--- config.mk ---
export PLATFORM = sky130hd
export DESIGN_NAME = polygon_perimeter_and_area
export DESIGN_NICKNAME = d
export VERILOG_FILES = /design/src/hw/rtl/ppa_pkg.sv /design/src/hw/rtl/ppa_edge.sv /design/src/hw/rtl/polygon_perimeter_and_area.sv
export SDC_FILE = /design/constraint.sdc
export NUM_CORES = 1
export LEC_CHECK = 0
export BUFFER_PORTS_ARGS = -buffer_cell sky130_fd_sc_hd__clkbuf_2
export CORE_MARGIN = 8
export CORE_UTILIZATION = 43
export DETAILED_ROUTE_END_ITERATION = 12
export GPL_ROUTABILITY_DRIVEN = 1
export PLACE_DENSITY = 0.58
export SLEW_MARGIN = 15
export SYNTH_ARGS = -nofsm -noshare
export SYNTH_HDL_FRONTEND = slang
export SYNTH_SLANG_ARGS = --single-unit
--- constraint.sdc ---
create_clock -name aclk -period 16.85 [get_ports aclk]
set_input_delay 1.685 -clock aclk [delete_from_list [all_inputs] [get_ports aclk]]
set_output_delay 1.685 -clock aclk [all_outputs]
set_load 0.03 [all_outputs]
--- src/hw/rtl/ppa_pkg.sv ---
package ppa_pkg;

    // defaults for the top-level parameters
    localparam int MAX_VERTICES_DEF = 256;
    localparam int COORD_WIDTH_DEF  = 16;

    // result field widths
    localparam int LEN_W   = 25;
    localparam int AREA_W  = 40;
    localparam int CROSS_W = 41;
    localparam int TOTAL_W = 9;

    localparam logic [LEN_W-1:0] LEN_MAX = {LEN_W{1'b1}};

    localparam logic signed [CROSS_W-1:0] CROSS_MAX = {1'b0, {(CROSS_W-1){1'b1}}};
    localparam logic signed [CROSS_W-1:0] CROSS_MIN = {1'b1, {(CROSS_W-1){1'b0}}};
    localparam logic signed [AREA_W-1:0]  AREA_MAX  = {1'b0, {(AREA_W-1){1'b1}}};
    localparam logic signed [AREA_W-1:0]  AREA_MIN  = {1'b1, {(AREA_W-1){1'b0}}};

    // sequencer of the top level
    typedef enum logic [1:0] {
        S_IDLE,
        S_EDGE,
        S_OUT
    } ppa_state_t;

    // sequencer of the edge unit
    typedef enum logic [2:0] {
        E_IDLE,
        E_MUL,
        E_SAT,
        E_ROOT,
        E_DONE
    } edge_state_t;

endpackage

--- src/hw/rtl/ppa_edge.sv ---
// One polygon edge: serial dx^2+dy^2 and cross product, then a
// bit-serial floor square root. Operands must hold from start to done.
module ppa_edge import ppa_pkg::*; #(
    parameter int COORD_WIDTH = COORD_WIDTH_DEF,
    localparam int CW  = COORD_WIDTH,
    localparam int SQW = 2 * CW + 1,
    localparam int SW  = (SQW > 64) ? 64 : SQW,
    localparam int RW  = (SW + 1) / 2
) (
    input  logic                      aclk,
    input  logic                      aresetn,
    input  logic                      start,
    input  logic signed [CW-1:0]      x0,
    input  logic signed [CW-1:0]      y0,
    input  logic signed [CW-1:0]      x1,
    input  logic signed [CW-1:0]      y1,
    output logic                      done,
    output logic [RW-1:0]             edge_len,
    output logic signed [CROSS_W-1:0] cross_term
);

    localparam int NW  = 2 * RW;
    localparam int PW  = 2 * CW + 2;
    localparam int XW  = (PW > CROSS_W) ? PW : CROSS_W;
    localparam int STW = $clog2(CW + 2);

    localparam logic signed [XW-1:0] TERM_MAX = XW'(CROSS_MAX);
    localparam logic signed [XW-1:0] TERM_MIN = XW'(CROSS_MIN);

    edge_state_t state_reg, state_next;
    logic [STW-1:0] step_reg, step_next;

    // squares: multiplicands, shifting multipliers, split product
    logic [CW-1:0] dx_reg, dx_next, dy_reg, dy_next;
    logic [CW-1:0] mx_reg, mx_next, my_reg, my_next;
    logic [CW:0]   sqh_reg, sqh_next;
    logic [CW-1:0] sql_reg, sql_next;

    // cross product: x0*y1 - y0*x1
    logic signed [CW-1:0] ax_reg, ax_next, ay_reg, ay_next;
    logic [CW-1:0]        by_reg, by_next, bx_reg, bx_next;
    logic signed [CW+1:0] ph_reg, ph_next;
    logic [CW-1:0]        pl_reg, pl_next;

    // root
    logic [NW-1:0]   n_reg, n_next;
    logic [RW+1:0]   rem_reg, rem_next;
    logic [RW-1:0]   root_reg, root_next;
    logic signed [CROSS_W-1:0] term_reg, term_next;

    // combinational helpers
    logic signed [CW:0]   diff_x, diff_y;
    logic [CW-1:0]        abs_x, abs_y;
    logic [CW+1:0]        sq_t;
    logic signed [CW+2:0] p_t, p_a1, p_a2;
    logic                 last_bit;
    logic [SQW:0]         sq_ext;
    logic [SW-1:0]        sq_sat;
    logic signed [PW-1:0] prod;
    logic signed [XW-1:0] prod_x;
    logic [RW+1:0]        rem_sh, trial;

    assign diff_x = {x0[CW-1], x0} - {x1[CW-1], x1};
    assign diff_y = {y0[CW-1], y0} - {y1[CW-1], y1};
    assign abs_x  = diff_x[CW] ? CW'(-diff_x) : diff_x[CW-1:0];
    assign abs_y  = diff_y[CW] ? CW'(-diff_y) : diff_y[CW-1:0];

    assign last_bit = (step_reg == STW'(CW - 1));

    // square step: add both multiplicands under their low multiplier bits
    assign sq_t = (CW+2)'(sqh_reg)
                + (mx_reg[0] ? (CW+2)'(dx_reg) : '0)
                + (my_reg[0] ? (CW+2)'(dy_reg) : '0);

    // signed product step: the sign bit of the multiplier weighs negative
    always_comb begin
        p_a1 = by_reg[0] ? (CW+3)'(ax_reg) : '0;
        p_a2 = bx_reg[0] ? (CW+3)'(ay_reg) : '0;
        if (last_bit) begin
            p_a1 = -p_a1;
            p_a2 = -p_a2;
        end
        p_t = (CW+3)'(ph_reg) + p_a1 - p_a2;
    end

    assign sq_ext = {1'b0, sqh_reg, sql_reg};
    assign sq_sat = ((sq_ext >> SW) != '0) ? {SW{1'b1}} : sq_ext[SW-1:0];
    assign prod   = {ph_reg, pl_reg};
    assign prod_x = XW'(prod);

    assign rem_sh = {rem_reg[RW-1:0], n_reg[NW-1:NW-2]};
    assign trial  = {root_reg, 2'b01};

    always_comb begin
        state_next = state_reg;
        step_next  = step_reg;
        dx_next    = dx_reg;
        dy_next    = dy_reg;
        mx_next    = mx_reg;
        my_next    = my_reg;
        sqh_next   = sqh_reg;
        sql_next   = sql_reg;
        ax_next    = ax_reg;
        ay_next    = ay_reg;
        bx_next    = bx_reg;
        by_next    = by_reg;
        ph_next    = ph_reg;
        pl_next    = pl_reg;
        n_next     = n_reg;
        rem_next   = rem_reg;
        root_next  = root_reg;
        term_next  = term_reg;
        unique case (state_reg)
            E_IDLE: begin
                if (start) begin
                    dx_next    = abs_x;
                    dy_next    = abs_y;
                    mx_next    = abs_x;
                    my_next    = abs_y;
                    sqh_next   = '0;
                    ax_next    = x0;
                    ay_next    = y0;
                    bx_next    = x1;
                    by_next    = y1;
                    ph_next    = '0;
                    step_next  = '0;
                    state_next = E_MUL;
                end
            end
            E_MUL: begin
                sqh_next  = sq_t[CW+1:1];
                sql_next  = {sq_t[0], sql_reg[CW-1:1]};
                mx_next   = mx_reg >> 1;
                my_next   = my_reg >> 1;
                ph_next   = p_t[CW+2:1];
                pl_next   = {p_t[0], pl_reg[CW-1:1]};
                bx_next   = bx_reg >> 1;
                by_next   = by_reg >> 1;
                step_next = step_reg + 1'b1;
                if (last_bit) begin
                    state_next = E_SAT;
                end
            end
            E_SAT: begin
                n_next    = NW'(sq_sat);
                rem_next  = '0;
                root_next = '0;
                step_next = '0;
                if (prod_x > TERM_MAX) begin
                    term_next = CROSS_MAX;
                end else if (prod_x < TERM_MIN) begin
                    term_next = CROSS_MIN;
                end else begin
                    term_next = prod_x[CROSS_W-1:0];
                end
                state_next = E_ROOT;
            end
            E_ROOT: begin
                n_next = n_reg << 2;
                if (rem_sh >= trial) begin
                    rem_next  = rem_sh - trial;
                    root_next = {root_reg[RW-2:0], 1'b1};
                end else begin
                    rem_next  = rem_sh;
                    root_next = {root_reg[RW-2:0], 1'b0};
                end
                step_next = step_reg + 1'b1;
                if (step_reg == STW'(RW - 1)) begin
                    state_next = E_DONE;
                end
            end
            E_DONE: begin
                state_next = E_IDLE;
            end
            default: begin
                state_next = E_IDLE;
            end
        endcase
    end

    always_ff @(posedge aclk) begin
        if (!aresetn) begin
            state_reg <= E_IDLE;
        end else begin
            state_reg <= state_next;
        end
        step_reg <= step_next;
        dx_reg   <= dx_next;
        dy_reg   <= dy_next;
        mx_reg   <= mx_next;
        my_reg   <= my_next;
        sqh_reg  <= sqh_next;
        sql_reg  <= sql_next;
        ax_reg   <= ax_next;
        ay_reg   <= ay_next;
        bx_reg   <= bx_next;
        by_reg   <= by_next;
        ph_reg   <= ph_next;
        pl_reg   <= pl_next;
        n_reg    <= n_next;
        rem_reg  <= rem_next;
        root_reg <= root_next;
        term_reg <= term_next;
    end

    assign done       = (state_reg == E_DONE);
    assign edge_len   = root_reg;
    assign cross_term = term_reg;

endmodule

--- src/hw/rtl/polygon_perimeter_and_area.sv ---
// Polygon perimeter and shoelace area.
// Input channel s_*: one vertex per transfer, x and y as signed Q8.8 in
// s_tdata, s_tlast set on the final vertex of a polygon.
// Output channel m_*: one transfer per polygon, after its final vertex:
// perimeter (unsigned Q17.8, zero for fewer than three vertices), signed area
// (shoelace cross sum, saturated to 40 bits), vertex count, and in m_tuser
// a flag for vertices dropped past MAX_VERTICES.
// Every edge runs through one shared serial unit: shift-and-add for
// dx^2+dy^2 and the cross product, then a bit-serial square root
// (RW = 17 result bits at 16-bit coordinates). While an edge runs s_tready
// stays low, so no new vertex is taken before the last one's edge is done.
// The final vertex also runs the closing edge, so m_tvalid rises only
// once the closing edge is done too; the first vertex of a polygon and
// dropped vertices without s_tlast start no edge and leave s_tready high.
// A finished result sits in an output register; new vertices are taken
// while it waits. Only when a second result is ready before the first is
// taken does the block hold s_tready low until m_tready frees the register.
// Reset (aresetn low, synchronous) clears all polygon state and drops any
// result not yet transferred.
module polygon_perimeter_and_area import ppa_pkg::*; #(
    parameter int MAX_VERTICES = MAX_VERTICES_DEF,
    parameter int COORD_WIDTH  = COORD_WIDTH_DEF,
    localparam int CW       = COORD_WIDTH,
    localparam int S_DATA_W = ((2 * COORD_WIDTH + 7) / 8) * 8
) (
    input  logic                aclk,
    input  logic                aresetn,
    // vertex channel
    input  logic                s_tvalid,
    output logic                s_tready,
    input  logic [S_DATA_W-1:0] s_tdata,   // x_coord, y_coord, zero fill
    input  logic                s_tlast,   // final_vertex
    // result channel
    output logic                m_tvalid,
    input  logic                m_tready,
    output logic [79:0]         m_tdata,   // perimeter, signed_area, vertex_total, zero fill
    output logic                m_tuser    // too_many
);

    localparam int SQW   = 2 * CW + 1;
    localparam int SW    = (SQW > 64) ? 64 : SQW;
    localparam int RW    = (SW + 1) / 2;
    localparam int LSW   = ((RW > LEN_W) ? RW : LEN_W) + 1;
    localparam int ACC_W = CROSS_W + 1;
    localparam int VCW   = $clog2(MAX_VERTICES + 1);
    localparam int OUT_W = LEN_W + AREA_W + TOTAL_W;

    localparam logic signed [ACC_W-1:0]   ACC_MAX  = ACC_W'(CROSS_MAX);
    localparam logic signed [ACC_W-1:0]   ACC_MIN  = ACC_W'(CROSS_MIN);
    localparam logic signed [CROSS_W-1:0] AREA_HI  = CROSS_W'(AREA_MAX);
    localparam logic signed [CROSS_W-1:0] AREA_LO  = CROSS_W'(AREA_MIN);

    ppa_state_t state_reg, state_next;

    logic signed [CW-1:0] first_x_reg, first_x_next, first_y_reg, first_y_next;
    logic signed [CW-1:0] prev_x_reg, prev_x_next, prev_y_reg, prev_y_next;
    logic [VCW-1:0]       count_reg, count_next;
    logic [LEN_W-1:0]     len_sum_reg, len_sum_next;
    logic signed [CROSS_W-1:0] cross_sum_reg, cross_sum_next;
    logic                 dropped_reg, dropped_next;
    logic                 fin_reg, fin_next;
    logic                 closing_reg, closing_next;
    logic                 start_reg, start_next;

    // edge operands, held while the edge unit works
    logic signed [CW-1:0] ex0_reg, ex0_next, ey0_reg, ey0_next;
    logic signed [CW-1:0] ex1_reg, ex1_next, ey1_reg, ey1_next;

    logic              m_tvalid_reg, m_tvalid_next;
    logic [79:0]       m_tdata_reg, m_tdata_next;
    logic              m_tuser_reg, m_tuser_next;

    logic                      edge_done;
    logic [RW-1:0]             edge_len;
    logic signed [CROSS_W-1:0] edge_term;

    logic signed [CW-1:0]      in_x, in_y;
    logic                      s_fire;
    logic [LSW-1:0]            len_tot;
    logic signed [ACC_W-1:0]   cross_tot;
    logic [LEN_W-1:0]          perim_out;
    logic signed [AREA_W-1:0]  area_out;

    ppa_edge #(
        .COORD_WIDTH(COORD_WIDTH)
    ) u_edge (
        .aclk       (aclk),
        .aresetn    (aresetn),
        .start      (start_reg),
        .x0         (ex0_reg),
        .y0         (ey0_reg),
        .x1         (ex1_reg),
        .y1         (ey1_reg),
        .done       (edge_done),
        .edge_len   (edge_len),
        .cross_term (edge_term)
    );

    assign in_x     = s_tdata[CW-1:0];
    assign in_y     = s_tdata[2*CW-1:CW];
    assign s_tready = (state_reg == S_IDLE);
    assign s_fire   = s_tvalid && s_tready;

    // accumulators, both saturating
    assign len_tot   = LSW'(len_sum_reg) + LSW'(edge_len);
    assign cross_tot = ACC_W'(cross_sum_reg) + ACC_W'(edge_term);

    // result fields
    assign perim_out = (count_reg > VCW'(2)) ? len_sum_reg : '0;
    always_comb begin
        if (cross_sum_reg > AREA_HI) begin
            area_out = AREA_MAX;
        end else if (cross_sum_reg < AREA_LO) begin
            area_out = AREA_MIN;
        end else begin
            area_out = cross_sum_reg[AREA_W-1:0];
        end
    end

    always_comb begin
        state_next     = state_reg;
        first_x_next   = first_x_reg;
        first_y_next   = first_y_reg;
        prev_x_next    = prev_x_reg;
        prev_y_next    = prev_y_reg;
        count_next     = count_reg;
        len_sum_next   = len_sum_reg;
        cross_sum_next = cross_sum_reg;
        dropped_next   = dropped_reg;
        fin_next       = fin_reg;
        closing_next   = closing_reg;
        start_next     = 1'b0;
        ex0_next       = ex0_reg;
        ey0_next       = ey0_reg;
        ex1_next       = ex1_reg;
        ey1_next       = ey1_reg;
        m_tvalid_next  = m_tvalid_reg && !m_tready;
        m_tdata_next   = m_tdata_reg;
        m_tuser_next   = m_tuser_reg;

        unique case (state_reg)
            S_IDLE: begin
                if (s_fire) begin
                    fin_next     = s_tlast;
                    closing_next = 1'b0;
                    if (count_reg < VCW'(MAX_VERTICES)) begin
                        prev_x_next = in_x;
                        prev_y_next = in_y;
                        count_next  = count_reg + 1'b1;
                        if (count_reg == '0) begin
                            first_x_next = in_x;
                            first_y_next = in_y;
                            if (s_tlast) begin
                                // single vertex: closing edge onto itself
                                ex0_next     = in_x;
                                ey0_next     = in_y;
                                ex1_next     = in_x;
                                ey1_next     = in_y;
                                closing_next = 1'b1;
                                start_next   = 1'b1;
                                state_next   = S_EDGE;
                            end
                        end else begin
                            ex0_next   = prev_x_reg;
                            ey0_next   = prev_y_reg;
                            ex1_next   = in_x;
                            ey1_next   = in_y;
                            start_next = 1'b1;
                            state_next = S_EDGE;
                        end
                    end else begin
                        // vertex past the limit: drop it, still close on tlast
                        dropped_next = 1'b1;
                        if (s_tlast) begin
                            if (count_reg != '0) begin
                                ex0_next     = prev_x_reg;
                                ey0_next     = prev_y_reg;
                                ex1_next     = first_x_reg;
                                ey1_next     = first_y_reg;
                                closing_next = 1'b1;
                                start_next   = 1'b1;
                                state_next   = S_EDGE;
                            end else begin
                                state_next = S_OUT;
                            end
                        end
                    end
                end
            end
            S_EDGE: begin
                if (edge_done) begin
                    len_sum_next = (len_tot > LSW'(LEN_MAX)) ? LEN_MAX
                                                            : len_tot[LEN_W-1:0];
                    if (cross_tot > ACC_MAX) begin
                        cross_sum_next = CROSS_MAX;
                    end else if (cross_tot < ACC_MIN) begin
                        cross_sum_next = CROSS_MIN;
                    end else begin
                        cross_sum_next = cross_tot[CROSS_W-1:0];
                    end
                    priority if (fin_reg && !closing_reg) begin
                        // last vertex back to the first one
                        ex0_next     = prev_x_reg;
                        ey0_next     = prev_y_reg;
                        ex1_next     = first_x_reg;
                        ey1_next     = first_y_reg;
                        closing_next = 1'b1;
                        start_next   = 1'b1;
                    end else if (fin_reg) begin
                        state_next = S_OUT;
                    end else begin
                        state_next = S_IDLE;
                    end
                end
            end
            S_OUT: begin
                if (!m_tvalid_reg || m_tready) begin
                    m_tvalid_next  = 1'b1;
                    m_tdata_next   = {(80 - OUT_W)'(0), TOTAL_W'(count_reg),
                                      area_out, perim_out};
                    m_tuser_next   = dropped_reg;
                    first_x_next   = '0;
                    first_y_next   = '0;
                    prev_x_next    = '0;
                    prev_y_next    = '0;
                    count_next     = '0;
                    len_sum_next   = '0;
                    cross_sum_next = '0;
                    dropped_next   = 1'b0;
                    fin_next       = 1'b0;
                    closing_next   = 1'b0;
                    state_next     = S_IDLE;
                end
            end
            default: begin
                state_next = S_IDLE;
            end
        endcase
    end

    always_ff @(posedge aclk) begin
        if (!aresetn) begin
            state_reg     <= S_IDLE;
            first_x_reg   <= '0;
            first_y_reg   <= '0;
            prev_x_reg    <= '0;
            prev_y_reg    <= '0;
            count_reg     <= '0;
            len_sum_reg   <= '0;
            cross_sum_reg <= '0;
            dropped_reg   <= 1'b0;
            fin_reg       <= 1'b0;
            closing_reg   <= 1'b0;
            start_reg     <= 1'b0;
            m_tvalid_reg  <= 1'b0;
        end else begin
            state_reg     <= state_next;
            first_x_reg   <= first_x_next;
            first_y_reg   <= first_y_next;
            prev_x_reg    <= prev_x_next;
            prev_y_reg    <= prev_y_next;
            count_reg     <= count_next;
            len_sum_reg   <= len_sum_next;
            cross_sum_reg <= cross_sum_next;
            dropped_reg   <= dropped_next;
            fin_reg       <= fin_next;
            closing_reg   <= closing_next;
            start_reg     <= start_next;
            m_tvalid_reg  <= m_tvalid_next;
        end
        ex0_reg     <= ex0_next;
        ey0_reg     <= ey0_next;
        ex1_reg     <= ex1_next;
        ey1_reg     <= ey1_next;
        m_tdata_reg <= m_tdata_next;
        m_tuser_reg <= m_tuser_next;
    end

    assign m_tvalid = m_tvalid_reg;
    assign m_tdata  = m_tdata_reg;
    assign m_tuser  = m_tuser_reg;

endmodule

==> flow_metrics.tcl <==
set metrics [dict create \
    status "finished, final reports clean" \
    drtIter0Drc 1243 \
    grt_use_met3_pct 2.695 \
    ctsLongestPathBuffers 3 \
    syn_area_um2 31610 \
    ys_types 86 \
    grt_max_degree 90 \
    power_leakage_nw 14.03 \
    syn_avg_cell_area_um2 10.21 \
    final_nets 3376 \
    worst_path_most_repeated_cell "o21ai_0" \
    hold_viol 0 \
    powerDensity_nw_per_um2 166.0 \
    max_cap_viol_count 0 \
    seq_area_frac_synth_pct 51.43 \
    gp_congestion 0.8762 \
    synth-seq-cells 591 \
    clock-skew-final_ps 32.44 \
    clkTransAtPathRegs_ps 60 \
    ioPinCount 120 \
    vias 21650 \
    slew_viol_final 0 \
    cts_max_level 3 \
    rows 99 \
    fin_crit_ps 5009 \
    start_util_pct 43.39 \
    cp-start-kind "register" \
    area.growth.synth_to_final_pct 11.47 \
    multi_input_area_um2 13920 \
    busiest_layer "met2" \
    vias_per_cell 5.214 \
    final_area_um2 35230 \
    period_share_pct 29.73 \
    die_h_um 287.1 \
    regArea_um2 16260 \
    crit_path_max_fanout 47 \
    min_path_type "register to register" \
    grtUsageMet1_pct 22.33 \
    crit_type "register to register" \
    rsz0062_at_grt "false" \
    grt_pass1_vias 21430 \
    cts_tree "done" \
    coreArea_um2 72830 \
    ctsHoldBuffers 0 \
    final_util_pct 48.37 \
    crit_arrival_ps 5330 \
    die_area_um2 82430 \
    antenna_found_initial 0 \
    dpl_cell_area_um2 32990 \
    path_cells "ha_1 -> and3_1 -> ha_1 -> buf_4 -> o21ai_0 -> fa_1 -> fa_1 -> nor2b_1 -> o21ai_0 -> a21oi_1 -> o21ai_0 -> a21boi_0 -> o2111ai_1 -> a311oi_1 -> o21ai_0 -> a21oi_1 -> xnor2_1 -> nor2_1" \
    synth-edff-count 442 \
    ir_drop_mv 0.08748 \
    hold_slack_ps 420.7 \
    cp_top_family "compound AO/OA/AOI/OAI gates" \
    nFillCells 6714 \
    grt_pass1_wl_um 114400 \
    critPathSlowestCell "fa_1" \
    root_buffer "clkbuf_16" \
    grtUsageTotal_pct 16.86 \
    crit_path_end_kind "register" \
    largest_reg_flops 74 \
    cts_setup_buffers 0 \
    synth_ff_type "edfxtp_1" \
    antenna_cells 0 \
    cts_resized 0 \
    finalPower_w 0.005847 \
    synthArstFlopShare_pct 0 \
    crit_buf_inv 1 \
    clock_sinks 591 \
    ys_warn_count 0 \
    wl_um 70210 \
    dr.pass1.iters 7 \
    clkLatencyLatePin_ps 610 \
    drc_errors 0 \
    synth_cells 3097 \
    setup_viol 0 \
    worstPathRequired_ps 17170 \
    worst_pin_slew_ps 1079 \
    portBuffers 113 \
    wl_per_cell_um 16.91 \
    slowest_delay_ps 530 \
    numCtsBuffers 68 \
    layout-drive-gt1-share_pct 11.62 \
    grt-ovfl-total 0 \
    post-dp-hpwl_um 50290 \
    setup_tns_ps 0 \
    die_w_um 287.1 \
    gr-usage-met2_pct 28.60 \
    drtAntennaViolNets 0 \
    maxSlewHeadroom_pct 27.96 \
    fmax_mhz 199.6 \
]
## worst reg2reg max path: stages, from the launching register on
cell and delay, ps:
edfxtp_1 420, ha_1 250, and3_1 190, ha_1 180, buf_4 260, o21ai_0 390
fa_1 530, fa_1 460, nor2b_1 150, o21ai_0 110, a21oi_1 200, o21ai_0 120
a21boi_0 350, o2111ai_1 240, a311oi_1 330, o21ai_0 170, a21oi_1 200, xnor2_1 130
nor2_1 50
## synth_stat cells (all sizes together) (19+ instances only)
| cell type | count | share of area (%) |
|---|---|---|
| nand2 | 490 | 5.8 |
| edfxtp | 442 | 42 |
| nor2 | 238 | 2.8 |
| inv | 225 | 2.7 |
| a21oi | 210 | 3.4 |
| o21ai | 158 | 2.5 |
| ha | 157 | 6.2 |
| dfxtp | 149 | 9.4 |
| clkbuf | 144 | 1.7 |
| xnor2 | 97 | 2.7 |
| mux2 | 83 | 3.0 |
| nor2b | 83 | 1.6 |
| a31oi | 58 | 1.3 |
| xor2 | 56 | 1.6 |
| a21o | 50 | 1.2 |
| fa | 39 | 2.5 |
| nor3 | 31 | 0.49 |
| nand3 | 30 | 0.48 |
| o21a | 25 | 0.59 |
| buf | 23 | 0.44 |
| nand4 | 22 | 0.44 |
| o31ai | 22 | 0.55 |
| maj3 | 20 | 0.63 |
| and2 | 19 | 0.38 |
| nand2b | 19 | 0.38 |
| o21bai | 19 | 0.45 |
## kinds of logic (layout without fill, tap and decap cells)
group / after synthesis / count (layout) / synth area share (%)
and+or+nand+nor: 1005 / 1005 / 14.07
AOI/OAI and AO/OA: 645 / 645 / 12.80
other: 1 / 6 / 0.01187
buffers and inverters: 392 / 483 / 4.818
xor gates and xnor gates: 153 / 153 / 4.240
DFF: 591 / 591 / 51.43
muxes: 94 / 94 / 3.306
adders and majority gates: 216 / 216 / 9.319
## final cells by class
cell class              count  share of cell area, %
inverters                 225                  2.404
repair buffers            138                  2.195
clock buffers              85                  5.213
clock inverters            35                  1.122
multi-input cells        2119                  39.52
flip-flops and latches    591                  46.14
well taps                 959                  3.406
## power by group
group / switching [W] / internal [W] / leakage, nW
combinational: 0.00136 / 0.000880 / 7.59
sequential: 0.000159 / 0.00198 / 5.34
clock: 0.000589 / 0.000883 / 1.09
## path summary, 6_finish.rpt
check | startpoint | end | slack (ps) | cells past startpoint
min | u_edge.pl_reg[0]$_DFFE_PP_ | u_edge.cross_term[0]$_SDFFCE_PN1P_ | 420 | 0
max | u_edge.step_reg[0]$_SDFFCE_PN0P_ | u_edge.ph_reg[15]$_SDFFCE_PN0P_ | 11840 | 18
min reg2reg | u_edge.pl_reg[0]$_DFFE_PP_ | u_edge.cross_term[0]$_SDFFCE_PN1P_ | 420 | 0
max reg2reg | u_edge.step_reg[0]$_SDFFCE_PN0P_ | u_edge.ph_reg[15]$_SDFFCE_PN0P_ | 11840 | 18
## per-layer routing
metal | vias to the layer above | routed length (um)
li1 | 10880 | -
met1 | 10280 | 32490
met2 | 385 | 33310
met3 | 107 | 2829
met4 | 0 | 1583
met5 | - | 0
## through the flow
step                worst slack (ps)  cells
floorplan                       7297   3102
CTS                            11860   4152
finish                         11840   4152
detailed placement             11870   4032
global placement               11970   4031
global route                   11490   4152
## cells in the final DEF (no fill, tap or decap), types with 11 or more instances in the layout
| master | instances |
|---|---|
| nand2_1 | 489 |
| edfxtp_1 | 442 |
| nor2_1 | 235 |
| inv_1 | 223 |
| a21oi_1 | 207 |
| ha_1 | 157 |
| o21ai_0 | 155 |
| dfxtp_1 | 149 |
| clkbuf_2 | 113 |
| xnor2_1 | 97 |
| mux2_2 | 83 |
| nor2b_1 | 81 |
| clkbuf_16 | 69 |
| xor2_1 | 56 |
| a31oi_1 | 55 |
| a21o_1 | 50 |
| fa_1 | 39 |
| nand3_1 | 30 |
| nor3_1 | 29 |
| o21a_1 | 25 |
| buf_4 | 24 |
| nand4_1 | 22 |
| o31ai_1 | 20 |
| maj3_1 | 20 |
| and2_1 | 19 |
| nand2b_1 | 19 |
| o21bai_1 | 19 |
| a211oi_1 | 15 |
| or2_2 | 15 |
| and3_1 | 15 |
| clkinv_2 | 15 |
| or3_1 | 13 |
| mux2i_1 | 11 |
| o31a_1 | 11 |
| clkbuf_1 | 11 |
(Power assumes the default switching activity.)
